===== src/rtl/slerb_pkg.sv =====
// ----------------------------------------------------------------------------
// slerb_pkg
// shared types and constants of the serial line echo ring buffer core
// ----------------------------------------------------------------------------
package slerb_pkg;

   localparam int LEVEL_W = 9;

   typedef logic [7:0] byte_type;

   // event codes carried in the operation field
   typedef enum logic [2:0] {
      OP_LINE_RX     = 3'd0,
      OP_TX_READY    = 3'd1,
      OP_HOST_POP    = 3'd2,
      OP_HOST_PUSH   = 3'd3,
      OP_HOST_INJECT = 3'd4,
      OP_BRK_CLR     = 3'd5,
      OP_BRK_SET     = 3'd6
   } op_type;

   // sequencer states
   typedef enum logic [2:0] {
      ST_IDLE,
      ST_EXEC,
      ST_BS_SPACE,
      ST_BS_BACK,
      ST_EOL_LF,
      ST_SCAN,
      ST_RESP
   } state_type;

   localparam byte_type CHR_ETX   = 8'h03;
   localparam byte_type CHR_BS    = 8'h08;
   localparam byte_type CHR_SPACE = 8'h20;
   localparam byte_type CHR_LF    = 8'h0a;
   localparam byte_type CHR_CR    = 8'h0d;

   typedef struct packed {
      logic [2:0] operation;
      byte_type   data_in;
   } req_type;

   typedef struct packed {
      byte_type             data_out;
      logic                 data_valid;
      logic                 status;
      logic [LEVEL_W-1:0]   rx_level;
      logic [LEVEL_W-1:0]   tx_level;
      logic                 line_ready;
      logic                 break_seen;
   } rsp_type;

   function automatic logic is_eol(input byte_type b);
      return (b == CHR_LF) || (b == CHR_CR);
   endfunction

endpackage


===== src/rtl/serial_line_echo_ring_buffers_core.sv =====
// ----------------------------------------------------------------------------
// serial_line_echo_ring_buffers_core
// console line discipline over a receive ring and a transmit ring with echo
// ----------------------------------------------------------------------------
// usage
//   req channel: one transaction per event (line byte, transmitter ready, host
//   pop, host push, host inject, break clear, break set) with its data byte
//   rsp channel: exactly one transaction per request, carrying the popped or
//   transmitted byte, a refused/dropped status, both ring levels and flags
//   one request is worked on at a time; req_ready is high only when idle
//   an accepted request passes through the execute and response states, and
//   its response is then loaded into the output register
//   a backspace echo adds states ST_BS_SPACE, ST_BS_BACK, an end-of-line echo
//   ST_EOL_LF, as the transmit memory's single write port takes one byte a cycle
//   popping a newline rescans the receive ring through its read port, one
//   entry a cycle over the bytes left, ending early on a hit
//   reset empties both rings and clears both flags at once, no clearing pass
//   a stalled receiver leaves the response in the output register; the next
//   request is still taken and waits in the response state until it drains
// ----------------------------------------------------------------------------
module serial_line_echo_ring_buffers_core #(
   parameter int RX_DEPTH = 256,
   parameter int TX_DEPTH = 256
) (
   input  logic                clock,
   input  logic                reset,
   input  logic                req_valid,
   output logic                req_ready,
   input  slerb_pkg::req_type  req_payload,
   output logic                rsp_valid,
   input  logic                rsp_ready,
   output slerb_pkg::rsp_type  rsp_payload
);
   import slerb_pkg::*;

   localparam int RX_PW = $clog2(RX_DEPTH);
   localparam int TX_PW = $clog2(TX_DEPTH);
   localparam int RX_FW = $clog2(RX_DEPTH + 1);
   localparam int TX_FW = $clog2(TX_DEPTH + 1);

   // room limits of the line editing rules
   localparam logic [RX_FW-1:0] RX_FULL      = RX_FW'(RX_DEPTH);
   localparam logic [RX_FW-1:0] RX_LIM_PLAIN = RX_FW'(RX_DEPTH - 1);
   localparam logic [TX_FW-1:0] TX_FULL      = TX_FW'(TX_DEPTH);
   localparam logic [TX_FW-1:0] TX_LIM_BS    = TX_FW'(TX_DEPTH - 3);
   localparam logic [TX_FW-1:0] TX_LIM_EOL   = TX_FW'(TX_DEPTH - 2);

   function automatic logic [RX_PW-1:0] rx_next(input logic [RX_PW-1:0] p);
      return (p == RX_PW'(RX_DEPTH - 1)) ? '0 : p + RX_PW'(1);
   endfunction

   function automatic logic [RX_PW-1:0] rx_prev(input logic [RX_PW-1:0] p);
      return (p == '0) ? RX_PW'(RX_DEPTH - 1) : p - RX_PW'(1);
   endfunction

   function automatic logic [TX_PW-1:0] tx_next(input logic [TX_PW-1:0] p);
      return (p == TX_PW'(TX_DEPTH - 1)) ? '0 : p + TX_PW'(1);
   endfunction

   // control state
   state_type        state_ff, state_in;
   logic [RX_PW-1:0] rx_head_ff, rx_head_in, rx_tail_ff, rx_tail_in;
   logic [RX_FW-1:0] rx_fill_ff, rx_fill_in;
   logic [TX_PW-1:0] tx_head_ff, tx_head_in, tx_tail_ff, tx_tail_in;
   logic [TX_FW-1:0] tx_fill_ff, tx_fill_in;
   logic             eol_ff, eol_in, brk_ff, brk_in;
   logic             chk_vld_ff, chk_vld_in;
   logic             rsp_valid_ff, rsp_valid_in;

   // payload
   logic [2:0]       op_ff, op_in;
   byte_type         byte_ff, byte_in;
   byte_type         dout_ff, dout_in;
   logic             dvalid_ff, dvalid_in;
   logic             status_ff, status_in;
   logic [RX_PW-1:0] scan_ptr_ff, scan_ptr_in;
   logic [RX_FW-1:0] scan_left_ff, scan_left_in;
   rsp_type          rsp_payload_ff, rsp_payload_in;

   // memory ports
   logic             rx_wr_en, rx_rd_en, tx_wr_en, tx_rd_en;
   logic [RX_PW-1:0] rx_wr_addr, rx_rd_addr;
   logic [TX_PW-1:0] tx_wr_addr;
   byte_type         rx_wr_data, tx_wr_data, rx_rd_data, tx_rd_data;

   logic             scan_hit;
   logic             scan_issue;
   logic             rsp_load;

   slerb_ring_mem #(.DEPTH(RX_DEPTH)) u_rx_mem (
      .clock   (clock),
      .wr_en   (rx_wr_en),
      .wr_addr (rx_wr_addr),
      .wr_data (rx_wr_data),
      .rd_en   (rx_rd_en),
      .rd_addr (rx_rd_addr),
      .rd_data (rx_rd_data)
   );

   slerb_ring_mem #(.DEPTH(TX_DEPTH)) u_tx_mem (
      .clock   (clock),
      .wr_en   (tx_wr_en),
      .wr_addr (tx_wr_addr),
      .wr_data (tx_wr_data),
      .rd_en   (tx_rd_en),
      .rd_addr (tx_tail_ff),
      .rd_data (tx_rd_data)
   );

   assign req_ready   = (state_ff == ST_IDLE);
   assign rsp_valid   = rsp_valid_ff;
   assign rsp_payload = rsp_payload_ff;

   // rescan: a read issued one cycle is checked the next
   assign scan_hit   = chk_vld_ff && is_eol(rx_rd_data);
   assign scan_issue = (scan_left_ff != '0) && !scan_hit;

   always_comb begin
      state_in     = state_ff;
      rx_head_in   = rx_head_ff;
      rx_tail_in   = rx_tail_ff;
      rx_fill_in   = rx_fill_ff;
      tx_head_in   = tx_head_ff;
      tx_tail_in   = tx_tail_ff;
      tx_fill_in   = tx_fill_ff;
      eol_in       = eol_ff;
      brk_in       = brk_ff;
      chk_vld_in   = chk_vld_ff;
      op_in        = op_ff;
      byte_in      = byte_ff;
      dout_in      = dout_ff;
      dvalid_in    = dvalid_ff;
      status_in    = status_ff;
      scan_ptr_in  = scan_ptr_ff;
      scan_left_in = scan_left_ff;
      rx_wr_en     = 1'b0;
      rx_wr_addr   = rx_head_ff;
      rx_wr_data   = byte_ff;
      rx_rd_en     = 1'b0;
      rx_rd_addr   = rx_tail_ff;
      tx_wr_en     = 1'b0;
      tx_wr_addr   = tx_head_ff;
      tx_wr_data   = byte_ff;
      tx_rd_en     = 1'b0;
      rsp_load     = 1'b0;

      unique case (state_ff)
         ST_IDLE: begin
            if (req_valid) begin
               // fetch both ring tails ahead of time for transmit and pop
               op_in    = req_payload.operation;
               byte_in  = req_payload.data_in;
               rx_rd_en = 1'b1;
               tx_rd_en = 1'b1;
               state_in = ST_EXEC;
            end
         end

         ST_EXEC: begin
            dout_in    = '0;
            dvalid_in  = 1'b0;
            status_in  = 1'b0;
            chk_vld_in = 1'b0;
            state_in   = ST_RESP;
            unique case (op_type'(op_ff))
               OP_LINE_RX: begin
                  priority if (byte_ff == CHR_ETX) begin
                     brk_in = 1'b1;
                  end else if (byte_ff == CHR_BS && rx_fill_ff != '0 &&
                               tx_fill_ff < TX_LIM_BS) begin
                     // rub out the newest byte, echo bs space bs
                     rx_head_in = rx_prev(rx_head_ff);
                     rx_fill_in = rx_fill_ff - RX_FW'(1);
                     tx_wr_en   = 1'b1;
                     tx_wr_data = CHR_BS;
                     tx_head_in = tx_next(tx_head_ff);
                     tx_fill_in = tx_fill_ff + TX_FW'(1);
                     state_in   = ST_BS_SPACE;
                  end else if (is_eol(byte_ff) && rx_fill_ff < RX_FULL &&
                               tx_fill_ff < TX_LIM_EOL) begin
                     // store newline, echo cr lf
                     rx_wr_en   = 1'b1;
                     rx_wr_data = CHR_LF;
                     rx_head_in = rx_next(rx_head_ff);
                     rx_fill_in = rx_fill_ff + RX_FW'(1);
                     tx_wr_en   = 1'b1;
                     tx_wr_data = CHR_CR;
                     tx_head_in = tx_next(tx_head_ff);
                     tx_fill_in = tx_fill_ff + TX_FW'(1);
                     eol_in     = 1'b1;
                     state_in   = ST_EOL_LF;
                  end else if (rx_fill_ff < RX_LIM_PLAIN && tx_fill_ff < TX_FULL) begin
                     rx_wr_en   = 1'b1;
                     rx_head_in = rx_next(rx_head_ff);
                     rx_fill_in = rx_fill_ff + RX_FW'(1);
                     tx_wr_en   = 1'b1;
                     tx_head_in = tx_next(tx_head_ff);
                     tx_fill_in = tx_fill_ff + TX_FW'(1);
                  end else begin
                     status_in = 1'b1;
                  end
               end
               OP_TX_READY: begin
                  if (tx_fill_ff != '0) begin
                     dout_in    = tx_rd_data;
                     dvalid_in  = 1'b1;
                     tx_tail_in = tx_next(tx_tail_ff);
                     tx_fill_in = tx_fill_ff - TX_FW'(1);
                  end else begin
                     status_in = 1'b1;
                  end
               end
               OP_HOST_POP: begin
                  if (rx_fill_ff != '0) begin
                     dout_in    = rx_rd_data;
                     dvalid_in  = 1'b1;
                     rx_tail_in = rx_next(rx_tail_ff);
                     rx_fill_in = rx_fill_ff - RX_FW'(1);
                     if (is_eol(rx_rd_data)) begin
                        // look for another line end among the bytes left
                        eol_in       = 1'b0;
                        scan_ptr_in  = rx_next(rx_tail_ff);
                        scan_left_in = rx_fill_ff - RX_FW'(1);
                        state_in     = ST_SCAN;
                     end
                  end else begin
                     status_in = 1'b1;
                  end
               end
               OP_HOST_PUSH: begin
                  if (tx_fill_ff < TX_FULL) begin
                     tx_wr_en   = 1'b1;
                     tx_head_in = tx_next(tx_head_ff);
                     tx_fill_in = tx_fill_ff + TX_FW'(1);
                  end else begin
                     status_in = 1'b1;
                  end
               end
               OP_HOST_INJECT: begin
                  if (rx_fill_ff < RX_FULL) begin
                     rx_wr_en   = 1'b1;
                     rx_head_in = rx_next(rx_head_ff);
                     rx_fill_in = rx_fill_ff + RX_FW'(1);
                     if (is_eol(byte_ff)) begin
                        eol_in = 1'b1;
                     end
                  end else begin
                     status_in = 1'b1;
                  end
               end
               OP_BRK_CLR: brk_in = 1'b0;
               OP_BRK_SET: brk_in = 1'b1;
               default: ;
            endcase
         end

         ST_BS_SPACE: begin
            tx_wr_en   = 1'b1;
            tx_wr_data = CHR_SPACE;
            tx_head_in = tx_next(tx_head_ff);
            tx_fill_in = tx_fill_ff + TX_FW'(1);
            state_in   = ST_BS_BACK;
         end

         ST_BS_BACK: begin
            tx_wr_en   = 1'b1;
            tx_wr_data = CHR_BS;
            tx_head_in = tx_next(tx_head_ff);
            tx_fill_in = tx_fill_ff + TX_FW'(1);
            state_in   = ST_RESP;
         end

         ST_EOL_LF: begin
            tx_wr_en   = 1'b1;
            tx_wr_data = CHR_LF;
            tx_head_in = tx_next(tx_head_ff);
            tx_fill_in = tx_fill_ff + TX_FW'(1);
            state_in   = ST_RESP;
         end

         ST_SCAN: begin
            chk_vld_in = scan_issue;
            if (scan_issue) begin
               rx_rd_en     = 1'b1;
               rx_rd_addr   = scan_ptr_ff;
               scan_ptr_in  = rx_next(scan_ptr_ff);
               scan_left_in = scan_left_ff - RX_FW'(1);
            end
            if (scan_hit) begin
               eol_in   = 1'b1;
               state_in = ST_RESP;
            end else if (scan_left_ff == '0 && !chk_vld_ff) begin
               state_in = ST_RESP;
            end
         end

         ST_RESP: begin
            // wait here while the output register still holds a response
            if (!rsp_valid_ff || rsp_ready) begin
               rsp_load = 1'b1;
               state_in = ST_IDLE;
            end
         end

         default: state_in = ST_IDLE;
      endcase
   end

   always_comb begin
      rsp_payload_in = rsp_payload_ff;
      if (rsp_load) begin
         rsp_payload_in.data_out   = dout_ff;
         rsp_payload_in.data_valid = dvalid_ff;
         rsp_payload_in.status     = status_ff;
         rsp_payload_in.rx_level   = LEVEL_W'(rx_fill_ff);
         rsp_payload_in.tx_level   = LEVEL_W'(tx_fill_ff);
         rsp_payload_in.line_ready = eol_ff;
         rsp_payload_in.break_seen = brk_ff;
      end
      priority if (rsp_load) begin
         rsp_valid_in = 1'b1;
      end else if (rsp_ready) begin
         rsp_valid_in = 1'b0;
      end else begin
         rsp_valid_in = rsp_valid_ff;
      end
   end

   always_ff @(posedge clock) begin
      if (reset) begin
         state_ff     <= ST_IDLE;
         rx_head_ff   <= '0;
         rx_tail_ff   <= '0;
         rx_fill_ff   <= '0;
         tx_head_ff   <= '0;
         tx_tail_ff   <= '0;
         tx_fill_ff   <= '0;
         eol_ff       <= 1'b0;
         brk_ff       <= 1'b0;
         chk_vld_ff   <= 1'b0;
         rsp_valid_ff <= 1'b0;
      end else begin
         state_ff     <= state_in;
         rx_head_ff   <= rx_head_in;
         rx_tail_ff   <= rx_tail_in;
         rx_fill_ff   <= rx_fill_in;
         tx_head_ff   <= tx_head_in;
         tx_tail_ff   <= tx_tail_in;
         tx_fill_ff   <= tx_fill_in;
         eol_ff       <= eol_in;
         brk_ff       <= brk_in;
         chk_vld_ff   <= chk_vld_in;
         rsp_valid_ff <= rsp_valid_in;
      end
   end

   always_ff @(posedge clock) begin
      op_ff          <= op_in;
      byte_ff        <= byte_in;
      dout_ff        <= dout_in;
      dvalid_ff      <= dvalid_in;
      status_ff      <= status_in;
      scan_ptr_ff    <= scan_ptr_in;
      scan_left_ff   <= scan_left_in;
      rsp_payload_ff <= rsp_payload_in;
   end

endmodule


===== src/rtl/slerb_ring_mem.sv =====
// ----------------------------------------------------------------------------
// slerb_ring_mem
// byte memory for one ring: one write port, one read port, registered read
// ----------------------------------------------------------------------------
module slerb_ring_mem #(
   parameter int DEPTH = 256
) (
   input  logic                         clock,
   input  logic                         wr_en,
   input  logic [$clog2(DEPTH)-1:0]     wr_addr,
   input  slerb_pkg::byte_type          wr_data,
   input  logic                         rd_en,
   input  logic [$clog2(DEPTH)-1:0]     rd_addr,
   output slerb_pkg::byte_type          rd_data
);
   import slerb_pkg::*;

   byte_type mem [DEPTH];
   byte_type rd_data_ff;

   always_ff @(posedge clock) begin
      if (wr_en) begin
         mem[wr_addr] <= wr_data;
      end
   end

   always_ff @(posedge clock) begin
      if (rd_en) begin
         rd_data_ff <= mem[rd_addr];
      end
   end

   assign rd_data = rd_data_ff;

endmodule


===== config.mk =====
export PLATFORM = sky130hd
export DESIGN_NAME = serial_line_echo_ring_buffers_core
export DESIGN_NICKNAME = d
export VERILOG_FILES = /design/src/rtl/slerb_pkg.sv /design/src/rtl/serial_line_echo_ring_buffers_core.sv /design/src/rtl/slerb_ring_mem.sv
export SDC_FILE = /design/constraint.sdc
export NUM_CORES = 2
export LEC_CHECK = 0
export BUFFER_PORTS_ARGS = -buffer_cell sky130_fd_sc_hd__buf_2
export CORE_UTILIZATION = 40
export DETAILED_ROUTE_END_ITERATION = 7
export PLACE_DENSITY = 0.54
export SLEW_MARGIN = 20
export SYNTH_ARGS = -nofsm -noshare
export SYNTH_HDL_FRONTEND = slang
export SYNTH_HIERARCHICAL = 1
export SYNTH_SLANG_ARGS = --single-unit

===== constraint.sdc =====
create_clock -name clock -period 17.4 [get_ports clock]
set_clock_uncertainty 0.2 [all_clocks]
set_input_delay 0 -clock clock [delete_from_list [all_inputs] [get_ports clock]]
set_output_delay 0 -clock clock [all_outputs]
set_load 0.01 [all_outputs]

==> flow_metrics.tcl <==
set metrics [dict create \
    num_rows 236 \
    postPlaceCellArea_sq_um 172000 \
    synth_cell_types 96 \
    antenna_left 0 \
    io_buffers 46 \
    crit_path_end_kind "register" \
    grt_pass1_wl_um 622000 \
    clock.fmax_mhz 122 \
    cts.path.max_buffers 4 \
    vias 83800 \
    power.total_mw 25.5 \
    drt_iter0_markers 9521 \
    vias_per_cell 5.88 \
    fillCellCount 34700 \
    insertion_delay_ns 0.98 \
    drc 0 \
    placed_cells 13400 \
    multi_input_area_sq_um 37000 \
    required_ns 17.85 \
    clk_pin_slew_ns 0.06 \
    cp.arrival_ns 8.63 \
    yosysTopAreaCell "edfxtp_1" \
    grt_pass1_vias 84000 \
    yosysSeqAreaShare_pct 76.1 \
    report.final.slew_viol_count 0 \
    fin_nets 8438 \
    synth.avg_cell_area_sq_um 20.3 \
    final_common_cell "edfxtp_1" \
    worst_slew_pin_slew_ns 1.26 \
    max_cap_violations 0 \
    cts_root_buf "clkbuf_16" \
    async_flop_share_pct 0 \
    start_kind "register" \
    path_max_fanout 104 \
    h-tree-depth 5 \
    final_cell_count_no_fill 14300 \
    grtUsageTotal_pct 20.5 \
    pre_cts_ws_ns 9.21 \
    hold_viol_final 0 \
    status "finished, final reports clean" \
    synth_cells 8211 \
    final_cell_area_sq_um 187000 \
    synth_flop_cell "edfxtp_1" \
    cp_slowest_cell "nor4_1" \
    cts_tree "done" \
    drive_above_1_share_pct 22.0 \
    antenna_found_initial 13 \
    hp-class "primary input to register" \
    relSlewSlack_pct 16.0 \
    gp_congestion 0.852 \
    core_area_sq_um 414000 \
    start_util_pct 40.2 \
    crit_chain "or3b_2 -> a211oi_2 -> buf_4 -> a21o_1 -> o21bai_1 -> buf_4 -> mux2_8 -> buf_12 -> buf_4 -> buf_12 -> mux4_2 -> nor2b_1 -> a211oi_1 -> nor2_1 -> nor4_1 -> nor4_1" \
    crit_path_max_incr_delay_ns 0.92 \
    fin_crit_ns 8.18 \
    wl_per_cell_um 30.6 \
    layout_common_cells "edfxtp_1, mux4_2, nor2_1" \
    setup_tns_ns 0 \
    grt_max_degree 209 \
    ys_ff_latch 4237 \
    regArea_sq_um 127000 \
    gr-total-overflow 0 \
    peakVddDrop_uv 167 \
    yosys_warnings 6 \
    fp.dieArea_sq_um 419000 \
    power_density_nw_per_um2 136 \
    fp.dieW_um 647 \
    dr.pass1.iters 7 \
    syn_to_final_growth_pct 12.5 \
    fin_ws_ns 9.22 \
    worst-setup-path-type "register to register" \
    wirelength_um 437000 \
    synth_top_area_share_pct 75.4 \
    cts_buffers 437 \
    synthesis.nets 8239 \
    dp.final_hpwl_um 266000 \
    cts_sinks 4237 \
    io_pins 47 \
    p_leak_nw 55.2 \
    setup-violations-final 0 \
    crit_top_cell "buf_4" \
    rsz0062_at_grt "no" \
    die_h_um 647 \
    post-route-period-util_pct 47.0 \
    synth_edf_count 4180 \
    synthesis.area_sq_um 166000 \
    synth_area_leaders "edfxtp_1, mux4_2, mux2i_1" \
]
==> Yosys cell counts, types with 15 or more instances <==
cell type  instances
a211oi_1          44
a21oi_1          236
a221oi_1          31
a22o_1            24
a22oi_1          267
a31oi_1           16
and2_1            20
and3_1            23
buf_1             44
buf_12            16
buf_2             72
buf_4             56
buf_6             44
buf_8             26
clkbuf_1         253
dfxtp_1           57
edfxtp_1        4180
inv_1             25
mux2i_1          273
mux4_2           908
nand2_1          119
nand2b_1          21
nand3_1          101
nand4_1           25
nor2_1           629
nor2b_1           80
nor3_1            68
nor4_1            51
o211ai_1          24
o21ai_0           49
o221ai_1          94
o22ai_1           61
xnor2_1           25
xor2_1            15
==> repair_timing <==
item	in CTS	in global routing
hold buffers	28	0
gates resized for setup	0	0
endpoints found under the hold margin	125	0
buffers inserted	0	0
==> final cells by class <==
type	count	area share, %
well taps	5474	3.66
repair buffers	272	1.23
clock buffers	525	6.08
flip-flops and latches	4237	67.6
clock inverters	285	1.58
diodes	2	0.00267
multi-input cells	3434	19.7
inverters	28	0.0561
==> cell families (layout without fill, tap and decap cells) <==
family	Yosys count	count (layout)	share of synthesized area [%]
adder cells (fa/ha/maj)	13	13	0.0977
XOR/XNOR	40	40	0.211
AO/OA/AOI/OAI	957	957	4.08
other	0	2	0
multiplexers	1204	1204	14.1
AND/OR/NAND/NOR	1220	1220	3.45
flip-flops	4237	4237	76.1
buffers and inverters	540	1110	1.93
==> final timing paths <==
path / slack [ns] / start / endpoint / depth (start not counted)
worst max-delay path: 9.22 / u_rx_mem/rd_data[2]$_DFFE_PP_ / u_rx_mem/rd_data[1]$_DFFE_PP_ / 16
worst min-delay path: 0.09 / req_payload[4] / byte_ff[4]$_DFFE_PP_ / 3
worst max register to register: 9.22 / u_rx_mem/rd_data[2]$_DFFE_PP_ / u_rx_mem/rd_data[1]$_DFFE_PP_ / 16
worst min register to register: 0.22 / dout_ff[4]$_DFFE_PP_ / rsp_payload[26]$_DFFE_PP_ / 0
==> per-layer routing <==
layer | global-route usage, % | up-vias | routed length, um
li1 | - | 34600 | -
met1 | 29.8 | 45300 | 189000
met2 | 32.1 | 3329 | 203000
met3 | 3.61 | 565 | 32700
met4 | 5.14 | 2 | 11200
met5 | 0 | - | 13
==> critical path, delay by kind of cell (launching register included) <==
kind,cells,cell delay (ns)
DFF,1,0.41
and+or+nand+nor,5,1.90
muxes,2,1.13
AOI/OAI and AO/OA,4,1.24
buffers and inverters,5,2.41
==> per-stage QoR <==
| step | utilization (%) | hold WS (ns) |
|---|---|---|
| 2_1_floorplan | - | -0.101 |
| 3_3_place_gp | 41.7 | -0.0197 |
| 3_5_place_dp | 41.7 | -0.0219 |
| 4_1_cts | 45.2 | 0.00678 |
| 5_1_grt | 45.3 | 0.0658 |
| 6_report | 45.3 | 0.0942 |
==> power breakdown <==
| part | internal, mW | total [mW] | switching, mW | leakage [nW] |
|---|---|---|---|---|
| clock | 5.50 | 9.38 | 3.88 | 7.03 |
| sequential | 12.8 | 12.9 | 0.0859 | 38.1 |
| combinational | 0.714 | 3.28 | 2.57 | 10.1 |
| total | 19.0 | 25.5 | 6.54 | 55.2 |
==> sequential cells by signal (all words and copies together) (netlist names), 9 cells and up <==
| name | flops |
|---|---|
| u_tx_mem/mem | 2048 |
| u_rx_mem/mem | 2048 |
| rx_fill_ff | 9 |
| scan_left_ff | 9 |
| tx_fill_ff | 9 |
| rsp_payload | 30 |
(Power assumes the default switching activity.)
